--- src/design/block_log_record_framer_defines.svh ---
// Assertion macros shared by the log record framer RTL.
`ifndef BLOCK_LOG_RECORD_FRAMER_DEFINES_SVH
`define BLOCK_LOG_RECORD_FRAMER_DEFINES_SVH

// Same-cycle implication, sampled on the rising clock edge outside reset.
`define BLRF_ASSERT_NOW(lbl, ante, cons) \
    lbl: assert property (@(posedge clk) disable iff (!rst_n) (ante) |-> (cons)) \
        else $error("framer check failed");

// Next-cycle implication.
`define BLRF_ASSERT_NEXT(lbl, ante, cons) \
    lbl: assert property (@(posedge clk) disable iff (!rst_n) (ante) |=> (cons)) \
        else $error("framer check failed");

`endif

--- src/design/blrf_pkg.sv ---
// Shared constants, codes and types of the log record block framer.
`timescale 1ns / 1ps
`default_nettype none

package blrf_pkg;

    localparam int BLOCK_SIZE  = 32768;
    localparam int HEADER_SIZE = 4;
    localparam int POS_W       = 16;
    localparam int ROOM_W      = POS_W + 1;
    localparam int AMOUNT_W    = 32;
    localparam int IN_DATA_W   = 40;
    localparam int MAX_RESULTS = 8;
    localparam int IDX_W       = 3;
    localparam int CNT_W       = 4;
    localparam int PAD_W       = 3;

    typedef enum logic [1:0] {
        OP_START  = 2'd0,
        OP_BYTE   = 2'd1,
        OP_BLANK  = 2'd2,
        OP_SETPOS = 2'd3
    } opcode_t;

    typedef enum logic [1:0] {
        ST_OK          = 2'd0,
        ST_BLANK_SHORT = 2'd1,
        ST_NO_RECORD   = 2'd2,
        ST_START_OPEN  = 2'd3
    } status_t;

    typedef enum logic [7:0] {
        REC_EMPTY  = 8'd0,
        REC_FULL   = 8'd1,
        REC_FIRST  = 8'd2,
        REC_MIDDLE = 8'd3,
        REC_LAST   = 8'd4
    } rec_type_t;

    typedef struct packed {
        logic [POS_W-1:0]    pos;
        logic [AMOUNT_W-1:0] rbl;
        logic                first;
        logic                blank;
    } frag_req_t;

    typedef struct packed {
        logic [PAD_W-1:0]    pad_count;
        logic [POS_W-1:0]    pos;
        logic [AMOUNT_W-1:0] rbl;
        logic [POS_W-1:0]    frag;
        rec_type_t           rec_type;
        logic                close;
    } frag_plan_t;

endpackage

`default_nettype wire

--- src/design/blrf_frag.sv ---
// Fragment planner: tail padding, fragment length and header type.
`timescale 1ns / 1ps
`default_nettype none

module blrf_frag (
    input  blrf_pkg::frag_req_t  req,
    output blrf_pkg::frag_plan_t plan
);
    import blrf_pkg::*;

    logic [ROOM_W-1:0]   room;
    logic                short_tail;
    logic [POS_W-1:0]    pos0;
    logic [ROOM_W-1:0]   avail;
    logic [AMOUNT_W-1:0] frag_w;
    logic                at_end;

    always_comb
    begin
        room       = ROOM_W'(BLOCK_SIZE) - {1'b0, req.pos};
        short_tail = room <= ROOM_W'(HEADER_SIZE);
        pos0       = short_tail ? '0 : req.pos;
        avail      = ROOM_W'(BLOCK_SIZE) - {1'b0, pos0} - ROOM_W'(HEADER_SIZE);
        frag_w     = (req.rbl < AMOUNT_W'(avail)) ? req.rbl : AMOUNT_W'(avail);
        at_end     = frag_w == req.rbl;

        plan.pad_count = short_tail ? PAD_W'(room) : '0;
        // room > header here, so the header never reaches the block end
        plan.pos   = pos0 + POS_W'(HEADER_SIZE);
        plan.rbl   = req.rbl - frag_w;
        plan.frag  = POS_W'(frag_w);
        plan.close = frag_w == '0;
        if (req.blank)
            plan.rec_type = REC_EMPTY;
        else if (req.first)
            plan.rec_type = at_end ? REC_FULL : REC_FIRST;
        else
            plan.rec_type = at_end ? REC_LAST : REC_MIDDLE;
    end

endmodule

`default_nettype wire

--- src/design/block_log_record_framer.sv ---
// Log record block framer top level.
// Path: each input passes the input register, then the result burst register, before its first result.
// Throughput: one item per cycle while each item yields one result and m_tready is high; an item that
// yields n results (header, tail padding) holds the result serializer until all n are sent.
// Reset: rst_n clears block offset, record state and both valid flags at once.
`timescale 1ns / 1ps
`default_nettype none
`include "block_log_record_framer_defines.svh"

module block_log_record_framer (
    input  logic                             clk,
    input  logic                             rst_n,
    input  logic                             s_tvalid,
    output logic                             s_tready,
    input  logic [blrf_pkg::IN_DATA_W-1:0]   s_tdata,  // amount[31:0], data_byte[39:32]
    input  logic [1:0]                       s_tuser,  // opcode[1:0]
    output logic                             m_tvalid,
    input  logic                             m_tready,
    output logic [7:0]                       m_tdata,  // out_byte[7:0]
    output logic [2:0]                       m_tuser,  // byte_valid[0], status[2:1]
    output logic                             m_tlast
);
    import blrf_pkg::*;

    // input register
    logic                in_valid_reg;
    opcode_t             in_op_reg;
    logic [AMOUNT_W-1:0] in_amount_reg;
    logic [7:0]          in_byte_reg;

    // framing state
    logic [POS_W-1:0]    pos_reg, pos_next;
    logic [AMOUNT_W-1:0] rbl_reg, rbl_next;
    logic [POS_W-1:0]    fbl_reg, fbl_next;
    logic                open_reg, open_next;
    logic                blank_reg, blank_next;

    // result burst register
    logic                desc_valid_reg;
    logic [IDX_W-1:0]    idx_reg;
    logic [CNT_W-1:0]    cnt_reg;
    status_t             status_reg;
    logic                bvalid_reg;
    logic [7:0]          bytes_reg [MAX_RESULTS];

    logic                out_fire;
    logic                desc_last;
    logic                desc_free;
    logic                consume;
    logic                gen_load;

    logic [ROOM_W-1:0]   pos_plus;
    logic [POS_W-1:0]    pos_inc;
    logic [POS_W-1:0]    fbl_dec;
    frag_req_t           req;
    frag_plan_t          plan;

    logic                has_byte;
    logic                has_hdr;
    logic [7:0]          first_byte;
    logic [PAD_W-1:0]    pad;
    logic [CNT_W-1:0]    gen_cnt;
    status_t             gen_status;
    logic                gen_bvalid;
    logic [7:0]          gen_bytes [MAX_RESULTS];
    logic [23:0]         frag_len;
    logic [7:0]          hdr [HEADER_SIZE];
    logic [CNT_W-1:0]    hofs;

    blrf_frag u_frag (
        .req  (req),
        .plan (plan)
    );

    assign out_fire  = m_tvalid && m_tready;
    assign desc_last = ({1'b0, idx_reg} + CNT_W'(1)) == cnt_reg;
    assign desc_free = !desc_valid_reg || (out_fire && desc_last);
    assign consume   = in_valid_reg && (desc_free || in_op_reg == OP_SETPOS);
    assign gen_load  = consume && in_op_reg != OP_SETPOS;
    assign s_tready  = !in_valid_reg || consume;

    assign m_tvalid = desc_valid_reg;
    assign m_tdata  = bytes_reg[idx_reg];
    assign m_tuser  = {status_reg, bvalid_reg};
    assign m_tlast  = desc_last;

    always_comb
    begin
        pos_plus = {1'b0, pos_reg} + ROOM_W'(1);
        pos_inc  = (pos_plus >= ROOM_W'(BLOCK_SIZE)) ? '0 : POS_W'(pos_plus);
        fbl_dec  = (fbl_reg != '0) ? fbl_reg - POS_W'(1) : '0;

        req.pos   = (in_op_reg == OP_BYTE) ? pos_inc : pos_reg;
        req.first = in_op_reg != OP_BYTE;
        req.blank = (in_op_reg == OP_BYTE) ? blank_reg : (in_op_reg == OP_BLANK);
        case (in_op_reg)
            OP_START: req.rbl = in_amount_reg;
            OP_BLANK: req.rbl = in_amount_reg - AMOUNT_W'(HEADER_SIZE);
            default:  req.rbl = rbl_reg;
        endcase
    end

    always_comb
    begin
        pos_next   = pos_reg;
        rbl_next   = rbl_reg;
        fbl_next   = fbl_reg;
        open_next  = open_reg;
        blank_next = blank_reg;
        has_byte   = 1'b0;
        has_hdr    = 1'b0;
        first_byte = '0;
        gen_status = ST_OK;
        gen_bvalid = 1'b1;

        case (in_op_reg)
            OP_START, OP_BLANK:
            begin
                if (open_reg)
                begin
                    gen_status = ST_START_OPEN;
                    gen_bvalid = 1'b0;
                end
                else if (in_op_reg == OP_BLANK && in_amount_reg < AMOUNT_W'(HEADER_SIZE))
                begin
                    gen_status = ST_BLANK_SHORT;
                    gen_bvalid = 1'b0;
                end
                else
                begin
                    has_hdr    = 1'b1;
                    open_next  = 1'b1;
                    blank_next = in_op_reg == OP_BLANK;
                end
            end
            OP_BYTE:
            begin
                if (!open_reg)
                begin
                    gen_status = ST_NO_RECORD;
                    gen_bvalid = 1'b0;
                end
                else
                begin
                    has_byte   = 1'b1;
                    first_byte = blank_reg ? 8'h00 : in_byte_reg;
                    pos_next   = pos_inc;
                    fbl_next   = fbl_dec;
                    if (fbl_dec == '0)
                    begin
                        if (rbl_reg == '0)
                        begin
                            open_next  = 1'b0;
                            blank_next = 1'b0;
                        end
                        else
                        begin
                            has_hdr = 1'b1;
                        end
                    end
                end
            end
            OP_SETPOS:
            begin
                pos_next   = POS_W'(in_amount_reg % BLOCK_SIZE);
                rbl_next   = '0;
                fbl_next   = '0;
                open_next  = 1'b0;
                blank_next = 1'b0;
            end
            default:
            begin
                gen_bvalid = 1'b0;
            end
        endcase

        if (has_hdr)
        begin
            pos_next = plan.pos;
            rbl_next = plan.rbl;
            fbl_next = plan.frag;
            if (plan.close)
            begin
                open_next  = 1'b0;
                blank_next = 1'b0;
                rbl_next   = '0;
                fbl_next   = '0;
            end
        end
    end

    // burst contents: optional payload byte, then, when a header is due, zero padding and the header
    always_comb
    begin
        frag_len = 24'(plan.frag);
        hdr[0]   = frag_len[7:0];
        hdr[1]   = frag_len[15:8];
        hdr[2]   = frag_len[23:16];
        hdr[3]   = plan.rec_type;
        pad      = has_hdr ? plan.pad_count : '0;
        hofs     = '0;
        if (!gen_bvalid)
            gen_cnt = CNT_W'(1);
        else
            gen_cnt = CNT_W'(has_byte)
                    + (has_hdr ? CNT_W'(pad) + CNT_W'(HEADER_SIZE) : '0);
        for (int j = 0; j < MAX_RESULTS; j++)
        begin
            hofs = CNT_W'(j) - CNT_W'(has_byte) - CNT_W'(pad);
            if (has_byte && j == 0)
                gen_bytes[j] = first_byte;
            else if (has_hdr && hofs < CNT_W'(HEADER_SIZE))
                gen_bytes[j] = hdr[hofs[1:0]];
            else
                gen_bytes[j] = 8'h00;
        end
    end

    always_ff @(posedge clk or negedge rst_n)
    begin
        if (!rst_n)
        begin
            in_valid_reg   <= 1'b0;
            pos_reg        <= '0;
            rbl_reg        <= '0;
            fbl_reg        <= '0;
            open_reg       <= 1'b0;
            blank_reg      <= 1'b0;
            desc_valid_reg <= 1'b0;
            idx_reg        <= '0;
        end
        else
        begin
            if (s_tvalid && s_tready)
                in_valid_reg <= 1'b1;
            else if (consume)
                in_valid_reg <= 1'b0;

            if (consume)
            begin
                pos_reg   <= pos_next;
                rbl_reg   <= rbl_next;
                fbl_reg   <= fbl_next;
                open_reg  <= open_next;
                blank_reg <= blank_next;
            end

            if (gen_load)
            begin
                desc_valid_reg <= 1'b1;
                idx_reg        <= '0;
            end
            else if (out_fire && desc_last)
            begin
                desc_valid_reg <= 1'b0;
            end
            else if (out_fire)
            begin
                idx_reg <= idx_reg + IDX_W'(1);
            end
        end
    end

    always_ff @(posedge clk)
    begin
        if (s_tvalid && s_tready)
        begin
            in_op_reg     <= opcode_t'(s_tuser);
            in_amount_reg <= s_tdata[AMOUNT_W-1:0];
            in_byte_reg   <= s_tdata[IN_DATA_W-1:AMOUNT_W];
        end
        if (gen_load)
        begin
            cnt_reg    <= gen_cnt;
            status_reg <= gen_status;
            bvalid_reg <= gen_bvalid;
            bytes_reg  <= gen_bytes;
        end
    end

    `BLRF_ASSERT_NOW(a_pos_in_block, 1'b1, pos_reg < POS_W'(BLOCK_SIZE))
    `BLRF_ASSERT_NOW(a_open_has_frag, open_reg, fbl_reg != '0)
    `BLRF_ASSERT_NOW(a_closed_is_clear, !open_reg,
        rbl_reg == '0 && fbl_reg == '0 && !blank_reg)
    `BLRF_ASSERT_NOW(a_idx_in_burst, desc_valid_reg, {1'b0, idx_reg} < cnt_reg)
    `BLRF_ASSERT_NEXT(a_burst_advance, out_fire && !desc_last && !gen_load,
        desc_valid_reg && idx_reg == $past(idx_reg) + IDX_W'(1))

endmodule

`default_nettype wire
--- config.mk ---
export PLATFORM = sky130hd
export DESIGN_NAME = block_log_record_framer
export DESIGN_NICKNAME = d
export VERILOG_FILES = /design/src/design/blrf_pkg.sv /design/src/design/blrf_frag.sv /design/src/design/block_log_record_framer.sv
export VERILOG_INCLUDE_DIRS = /design/src /design/src/design
export SDC_FILE = /design/constraint.sdc
export NUM_CORES = 1
export LEC_CHECK = 0
export BUFFER_PORTS_ARGS = -buffer_cell sky130_fd_sc_hd__buf_4
export CORE_ASPECT_RATIO = 0.5
export CORE_MARGIN = 2
export CORE_UTILIZATION = 50
export CTS_CLUSTER_DIAMETER = 80
export DETAILED_ROUTE_END_ITERATION = 6
export MAX_ROUTING_LAYER = met4
export PLACE_DENSITY = 0.67
export SLEW_MARGIN = 5
export SYNTH_ARGS = -nofsm -noshare
export SYNTH_HDL_FRONTEND = slang
export SYNTH_SLANG_ARGS = --single-unit
--- constraint.sdc ---
create_clock -name clk -period 17.12 [get_ports clk]
set_clock_uncertainty 0.15 [all_clocks]
set_input_delay 2.568 -clock clk [delete_from_list [all_inputs] [get_ports clk]]
set_output_delay 2.568 -clock clk [all_outputs]
set_load 0.02 [all_outputs]
# --- Word-level counts from Yosys, hierarchy flattened ---
# Cells that the tools add are included.
op_classes:
  bitwise: 9
  div: 0
  mux: 90
  n_addsub: 28
  shift: 0
  mul: 0
  n_eq_ne: 9
  order_cmp: 21
  n_reduce_logical: 33
ops:
  columns: ["cell", "n"]
  rows:
  - ["$mux 8", 25]
  - ["$mux 16", 9]
  - ["$bmux 8 s2", 8]
  - ["$mux 32", 4]
  - ["$logic_not 32->1", 2]
  - ["$pmux 16 s2", 2]
  - ["$pmux 32 s2", 1]
  - ["$sub 16x16->17 const A", 2]
  - ["$eq 32x32->1", 1]
  - ["$lt 32x17->1", 1]
  - ["$lt 32x3->1 const B", 1]
  - ["$lt 4x3->1 const B", 8]
  - ["$sub 32x3->32 const B", 1]
  - ["$sub 32x32->32", 1]
  - ["$sub 4x3->4", 8]
  - ["$mux 1", 25]
  - ["$bmux 8 s3", 1]
  - ["$ge 3x3->1 const B", 8]
  - ["$not 2->3", 8]
  - ["$mux 3", 6]
  - ["$add 16x1->17 const B", 1]
  - ["$ge 17x16->1 const B", 1]
  - ["$le 17x3->1 const B", 1]
  - ["$sub 17x3->17 const B", 1]
  - ["33 further kinds", 64]
word_totals:
  in_bits: 46
  ramBits: 0
  mem_bits_ro: 0
  reg_bits: 184
  latch_bits: 0
  n_memories: 0
  out_inout_bits: 14

# --- Longest topological paths before layout ---
# Gate-level depths: netlist of run 1.
logic_depth:
  word_depth: 20
  ltp_mapped: 52
  depth_no_buf: 47

# --- Cells and area by module ---
# Synthesis of run 1 repeated with hierarchy kept, for this count alone.
unflattened:
  hier_cells: 1582
  hier_area_um2: 14377.5
modules_own_cells:
  columns: ["module", "cells_per_inst", "area_per_inst_um2", "seq_area_each_um2", "n_inst"]
  rows:
  - ["block_log_record_framer", 1146, 11409.7, 5170.0, 1]
  - ["blrf_frag", 436, 2967.8, 0.0, 1]

# --- Worst setup path before layout of run 1 ---
# OpenSTA, ideal clock, no wires.
synth_timing:
  path_kind: "register -> register"
  from: "register pos_reg[1]"
  to: "register rbl_reg[30]"
  period_less_slack_ns: 10.448
  path_stages_with_launch: 52
  setup_ns: 0.121
  path_slack_ns: 6.672
  n_path_buf: 5
  t_arrival_ns: 10.177
  required_ns: 16.849
  path_cell_list: "dfrtp_1 -> ha_1 -> clkbuf_1 -> nand3_1 -> nor4_2 -> nor3_4 -> and3_1 -> a21oi_1 -> ha_1 -> clkbuf_1 -> nand4_1 -> nor4_1 -> a31oi_1 -> a2111oi_4 -> clkbuf_1 -> or2_2 -> ha_1 -> inv_1 -> [... 16 more ...] -> o21ai_0 -> inv_1 -> fa_1 -> nor2b_1 -> o21ai_0 -> a21boi_0 -> o21ai_0 -> a21boi_0 -> o21ai_0 -> a21boi_0 -> o21a_1 -> o21ai_0 -> a21oi_1 -> and3_1 -> buf_2 -> nor4_1 -> xor2_1 -> a22o_1"
synth_between:
  elab_chain_len: 14
  word_cells_on_any_way: 15
  classes_between: "5 x add/sub; 3 x order compare; 6 x mux; 1 x reduce/logical"
synth_rtl:
  columns: ["element", "line", "source"]
  rows:
  - ["start, declared", "block_log_record_framer.sv:32", "logic [POS_W-1:0] pos_reg, pos_next;"]
  - ["start signal, assigned", "block_log_record_framer.sv:241", "pos_reg <= pos_next;"]
  - ["$add 16x1->17", "block_log_record_framer.sv:89", "pos_plus = {1'b0, pos_reg} + ROOM_W'(1);"]
  - ["$ge 17x16->1", "block_log_record_framer.sv:90", "pos_inc = (pos_plus >= ROOM_W'(BLOCK_SIZE)) ? '0 : POS_W'(pos_plus);"]
  - ["$mux 16", "block_log_record_framer.sv:90", null]
  - ["$mux 16 (*)", "block_log_record_framer.sv:93", "req.pos = (in_op_reg == OP_BYTE) ? pos_inc : pos_reg;"]
  - ["$sub 16x16->17", "blrf_frag.sv:20", "room = ROOM_W'(BLOCK_SIZE) - {1'b0, req.pos};"]
  - ["$le 17x3->1", "blrf_frag.sv:21", "short_tail = room <= ROOM_W'(HEADER_SIZE);"]
  - ["$mux 16 (*)", "blrf_frag.sv:22", "pos0 = short_tail ? '0 : req.pos;"]
  - ["$sub 16x16->17 (*)", "blrf_frag.sv:23", "avail = ROOM_W'(BLOCK_SIZE) - {1'b0, pos0} - ROOM_W'(HEADER_SIZE);"]
  - ["$sub 17x3->17 (*)", "blrf_frag.sv:23", null]
  - ["$lt 32x17->1", "blrf_frag.sv:24", "frag_w = (req.rbl < AMOUNT_W'(avail)) ? req.rbl : AMOUNT_W'(avail);"]
  - ["$mux 32 (*)", "blrf_frag.sv:24", null]
  - ["$sub 32x32->32 or $logic_not 32->1 (tied branches)", "blrf_frag.sv:30, blrf_frag.sv:32", null]
  - ["$mux 32 (*)", "block_log_record_framer.sv:182", "if (plan.close)"]
  - ["$mux 32 (*)", "block_log_record_framer.sv:177", "if (has_hdr)"]
  - ["end signal, assigned", "block_log_record_framer.sv:242", "rbl_reg <= rbl_next;"]
  - ["end, declared", "block_log_record_framer.sv:33", "logic [AMOUNT_W-1:0] rbl_reg, rbl_next;"]
# Mark *: on every way between the ends. The rest lies on a longest branch, timed or not.
# A chain may end at the register's enable or synchronous reset.

# --- Worst setup path in the final report of run 1 ---
layout_timing:
  from: "register pos_reg[4]"
  to: "register rbl_reg[30]"
# The elaborated chain is that of the path after synthesis.

==> results of run 1 <==
[per-stage QoR]
| step | cells | worst slack, ps | power [uW] | hold slack, ps | cell area (um^2) |
|---|---|---|---|---|---|
| 6_report | 1890 | 4450 | 2720 | 363 | 15000 |
| 5_1_grt | 1890 | 3390 | 2890 | 404 | 15000 |
| 4_1_cts | 1890 | 4710 | 2690 | 365 | 15000 |
| 3_5_place_dp | 1858 | 4740 | 2240 | 339 | 14300 |
| 3_3_place_gp | 1858 | 5040 | 2230 | 341 | 14300 |
| 2_1_floorplan | 1524 | 6670 | 1800 | 316 | 13700 |
[worst max-delay path: cells and delay by family (launching register included)]
family	cells	cell delay (ps)
AND/OR/NAND/NOR	17	4070
AO/OA/AOI/OAI	18	5250
adder cells (fa/ha/maj)	4	1360
XOR/XNOR	3	480
buffers and inverters	4	670
flip-flops	1	520
[worst paths after layout]
check,startpoint,end,slack [ps],cells after the start
worst max-delay path,pos_reg[4],rbl_reg[30],4450,46
worst min-delay path,rbl_reg[4],rbl_reg[4],360,2
worst max register to register,pos_reg[4],rbl_reg[30],4450,46
worst min register to register,rbl_reg[4],rbl_reg[4],360,2
max in group asynchronous,rst_n,fbl_reg[6],13900,2
min in group asynchronous,rst_n,pos_reg[13],1820,1
[layout by cell type (no fill, tap or decap), types with 60 or more instances in the layout]
master and count:
a21oi_1 68, nor3_1 70, o21ai_0 105, edfxtp_1 113, xnor2_1 67, nor2_1 179, buf_4 78, ha_1 60
nand2_1 143, dfrtp_1 71
[area by class of cell]
class | instances | area, um^2
well taps | 352 | 440
clock inverters | 14 | 209
clock buffers | 18 | 429
multi-input cells | 1194 | 7960
fillers | 2425 | 11700
inverters | 50 | 188
flip-flops and latches | 184 | 5170
repair buffers | 78 | 586
[report_power, final]
part / total, uW / switching (uW) / internal [uW]
registers: 799 / 153 / 646
clock network: 440 / 191 / 249
logic: 1480 / 936 / 544
total: 2720 / 1280 / 1440
[per-layer routing]
metal / vias to the layer above / global-route usage (%) / routed length, um
met2: 518 / 46.6 / 18900
met3: 72 / 7.73 / 3710
li1: 5636 / - / -
met4: 0 / 9.41 / 1020
met1: 5986 / 43.9 / 20100
met5: - / - / 0
[cell families after synthesis]
logic type | synth area share, %
and+or+nand+nor | 23.3
xor gates and xnor gates | 6.33
DFF | 37.7
muxes | 5.08
buffers and inverters | 4.31
AOI/OAI and AO/OA | 17.1
adders and majority gates | 6.21
==> impl_metrics.ini, run 1 <==
[global_route]
grt_pass1_wl_mm = 67.3
grt.overflow.total = 0
first_global_vias = 11500
grt_max_degree = 74
grt_use_total_pct = 31.8
antenna_found_initial = 0

[cts]
clk_pin_slew_ps = 80
cts.sink_count = 184
clockRootBuffer = clkbuf_16
clockBufferDepth = 2
hold_buffers = 0
cts_setup_buffers = 0
post_cts_resized = 0
clkLatencyLatePin_ps = 470
cts_tree = built
cts-buffers-inserted = 17
cts_max_level = 4

[drt]
wl_per_cell_um = 23.1
vias_per_cell = 6.46
first_pass_iters = 7
remaining_drc_errors = 0
totalWireLength_mm = 43.7
antenna_left = 0
first_iter_violations = 1193
routed-via-count = 12200

[yosys]
yosysTopAreaCell = edfxtp_1
synthArstFlopShare_pct = 38.6
syn-cell-area_um2 = 13700
synth_edf_count = 113
synth.yosys.warnings = 0
ys.flop_type = edfxtp_1
synth.yosys.seq_area_share_pct = 37.7
synthDominantCellAreaShare_pct = 24.8
ys_top_cells_by_area = edfxtp_1 25%, dfrtp_1 13%, ha_1 5.5%
synthTopCellsByCount = 180 x nor2_1, 143 x nand2_1, 113 x edfxtp_1
synth_cell_types = 94
yosysMostFrequentCell = nor2_1
yosys_register_bits = 184
avgSynthCellArea_um2 = 8.99
syn-num-nets = 1635
netlist_instances = 1524

[min_path]
hold_path.class = reg -> reg

[critical_path]
worst_path_max_delay_cell = o41a_1
crit_top_cell = o21ai_0
cp_max_fo = 26
worstSetupEndpointType = flip-flop
start_kind = flip-flop
worstPathArrival_ps = 12860
crit_path_max_incr_delay_ps = 830
crit_required_ps = 17310
path_class = reg -> reg

[job]
max_cap_viol_count = 0

[layout]
syn2layout_area_growth_pct = 9.29
largest_reg_flops = 64
fin_nets = 1636
fin_util_pct = 56.1
drive_gt1_share_pct = 11.2
antenna_cells = 0

[floorplan]
die_y_um = 121
start_util_pct = 51.3
die_w_um = 238
coreArea_um2 = 26700
dieArea_um2 = 28800
fp-row-count = 42
io_pins = 60

[timing]
min_period_over_period_pct = 74.0
setup_tns_ps = 0
max-slew-margin-rel_pct = 17.6
slew_viol_final = 0
worst_pin_slew_ps = 1230
setup_viol = 0
hold_viol = 0
grt_setup_unrepaired = no
max_freq_mhz = 78.9
period_needed_ps = 12670

[outcome]
status = finished clean

[placed_design]
dp_hpwl_mm = 32.1
port_buffers = 59
routabilityCongestion = 0.978

[power_and_ir_drop]
cellPowerDensity_nw_per_um2 = 181
ir_worst_vdd_v = 0.0000947
power.leakage_uw = 0.00565
No activity file was read; power rests on OpenSTA's default activity.
==> inputs of run 2 (changes only) <==
PLACE_DENSITY = 0.69   (was 0.67)
clock period = 10.65 ns   (was 17.12 ns; I/O delays follow)
==> impl_metrics.ini, run 2 (synthesized netlist as in run 1, its figures left out) <==
[global_route]
grt_use_total_pct = 32.5
antenna_found_initial = 0
grt.overflow.total = 0
first_global_vias = 11800
grt_max_degree = 75
grt_pass1_wl_mm = 69.3

[timing]
worst_pin_slew_ps = 1180
setup_viol = 0
min_period_over_period_pct = 95.9
max-slew-margin-rel_pct = 21.0
grt_setup_unrepaired = no
hold_viol = 0
slew_viol_final = 0
setup_tns_ps = 0
period_needed_ps = 10210
fin_hold_ws_ps = 368
max_freq_mhz = 97.9

[power_and_ir_drop]
power.leakage_uw = 0.00593
p_seq_share_pct = 28.2
power_uw = 4500
p_sw_uw = 2130
p_clk_share_pct = 14.8
netSwitchingFraction_pct = 47.3
ir_worst_vdd_v = 0.000147
internal_power_uw = 2370
power_frac_comb_pct = 57.1
cellPowerDensity_nw_per_um2 = 290

[layout]
antenna_cells = 0
fin_nets = 1698
layoutNonFillerInstCount = 1952
drive_gt1_share_pct = 16.1
final_common_cell = nor2_1
largest_reg_flops = 64
final_cell_mix = 179 x nor2_1, 143 x nand2_1, 138 x buf_4, 113 x edfxtp_1, 101 x o21ai_0
design_area_um2 = 15500
syn2layout_area_growth_pct = 13.2

[floorplan]
die_y_um = 121
coreArea_um2 = 26700
dieArea_um2 = 28800
io_pins = 60
fp-row-count = 42
start_util_pct = 51.3
die_w_um = 238

[min_path]
hold_path.class = reg -> reg

[cts]
cts_tree = built
cts-buffers-inserted = 17
clockRootBuffer = clkbuf_16
clkLatencyLatePin_ps = 460
cts.sink_count = 184
clockBufferDepth = 2
clk_pin_slew_ps = 80
cts_max_level = 4

[placed_design]
routabilityCongestion = 0.982
placed_cells = 1911
port_buffers = 59
dp_hpwl_mm = 33.3
post_dp_cell_area_um2 = 14700

[drt]
vias_per_cell = 6.44
antenna_left = 0
routed-via-count = 12600
remaining_drc_errors = 0
totalWireLength_mm = 44.8
wl_per_cell_um = 23.0
first_iter_violations = 1276
first_pass_iters = 5

[critical_path]
start_kind = flip-flop
cp_max_fo = 22
worstPathBufferInverterCount = 5
crit_required_ps = 10710
worstSetupEndpointType = flip-flop
crit_path_max_incr_delay_ps = 610
path_class = reg -> reg
worstPathArrival_ps = 10270
worst_path_max_delay_cell = or4b_2
cpLargestDelayFamily = simple AND/OR/NAND/NOR gates

[outcome]
status = finished clean

[job]
max_cap_viol_count = 0
==> run 2: power groups by stage <==
stage	Clock [uW]	Sequential, uW	Combinational, uW
finish	665	1270	2570
global route	703	1300	2780
CTS	676	1260	2480
detailed placement	0	1270	2460
global placement	0	1260	2430
floorplan	0	1160	1730
==> run 2: what timing repair did <==
item / in CTS / in global routing
buffers inserted: 0 / 8
endpoints found under the setup margin: 0 / 42
hold buffers: 0 / 0
gates resized for setup: 0 / 29
==> run 2: path summary, 6_finish.rpt <==
kind / from / slack [ps] / cells past startpoint / endpoint
min in group asynchronous: rst_n / 1150 / 1 / rbl_reg[19]
hold / removal: rbl_reg[0] / 370 / 2 / rbl_reg[0]
setup reg to reg: pos_reg[13] / 440 / 41 / bytes_reg[17]
max in group asynchronous: rst_n / 8450 / 1 / pos_reg[5]
setup / recovery: pos_reg[13] / 440 / 41 / bytes_reg[17]
hold reg to reg: rbl_reg[0] / 370 / 2 / rbl_reg[0]
==> run 2: through the flow <==
stage / utilization [%] / setup slack (ps)
floorplan: - / 202
global placement: 55.2 / 426
detailed placement: 55.2 / 189
CTS: 57.5 / 118
global route: 58.1 / 13.1
finish: 58.1 / 440
==> run 2: area by class of cell <==
class	count	area [um^2]
tap	352	440
multi-input combinational	1195	8040
timing repair buffer	139	1050
sequential	184	5180
clock inverter	15	189
clock buffer	17	425
inverter	50	188
fill	2375	11200
==> run 2: worst reg2reg max path, delay by kind of cell (launching register included) <==
kind,cells,cell delay [ps]
AO/OA/AOI/OAI,10,2550
XOR/XNOR,1,130
adder cells (fa/ha/maj),4,1200
buffers and inverters,5,750
flip-flops,1,470
AND/OR/NAND/NOR,21,4710
==> run 2: metal layers <==
layer / vias up / global-route usage [%] / share of wire, %
met1: 6158 / 46.4 / 46
met3: 60 / 6.03 / 8.2
met2: 570 / 48.3 / 44
met5: - / - / 0
li1: 5774 / - / -
met4: 0 / 7.34 / 1.5
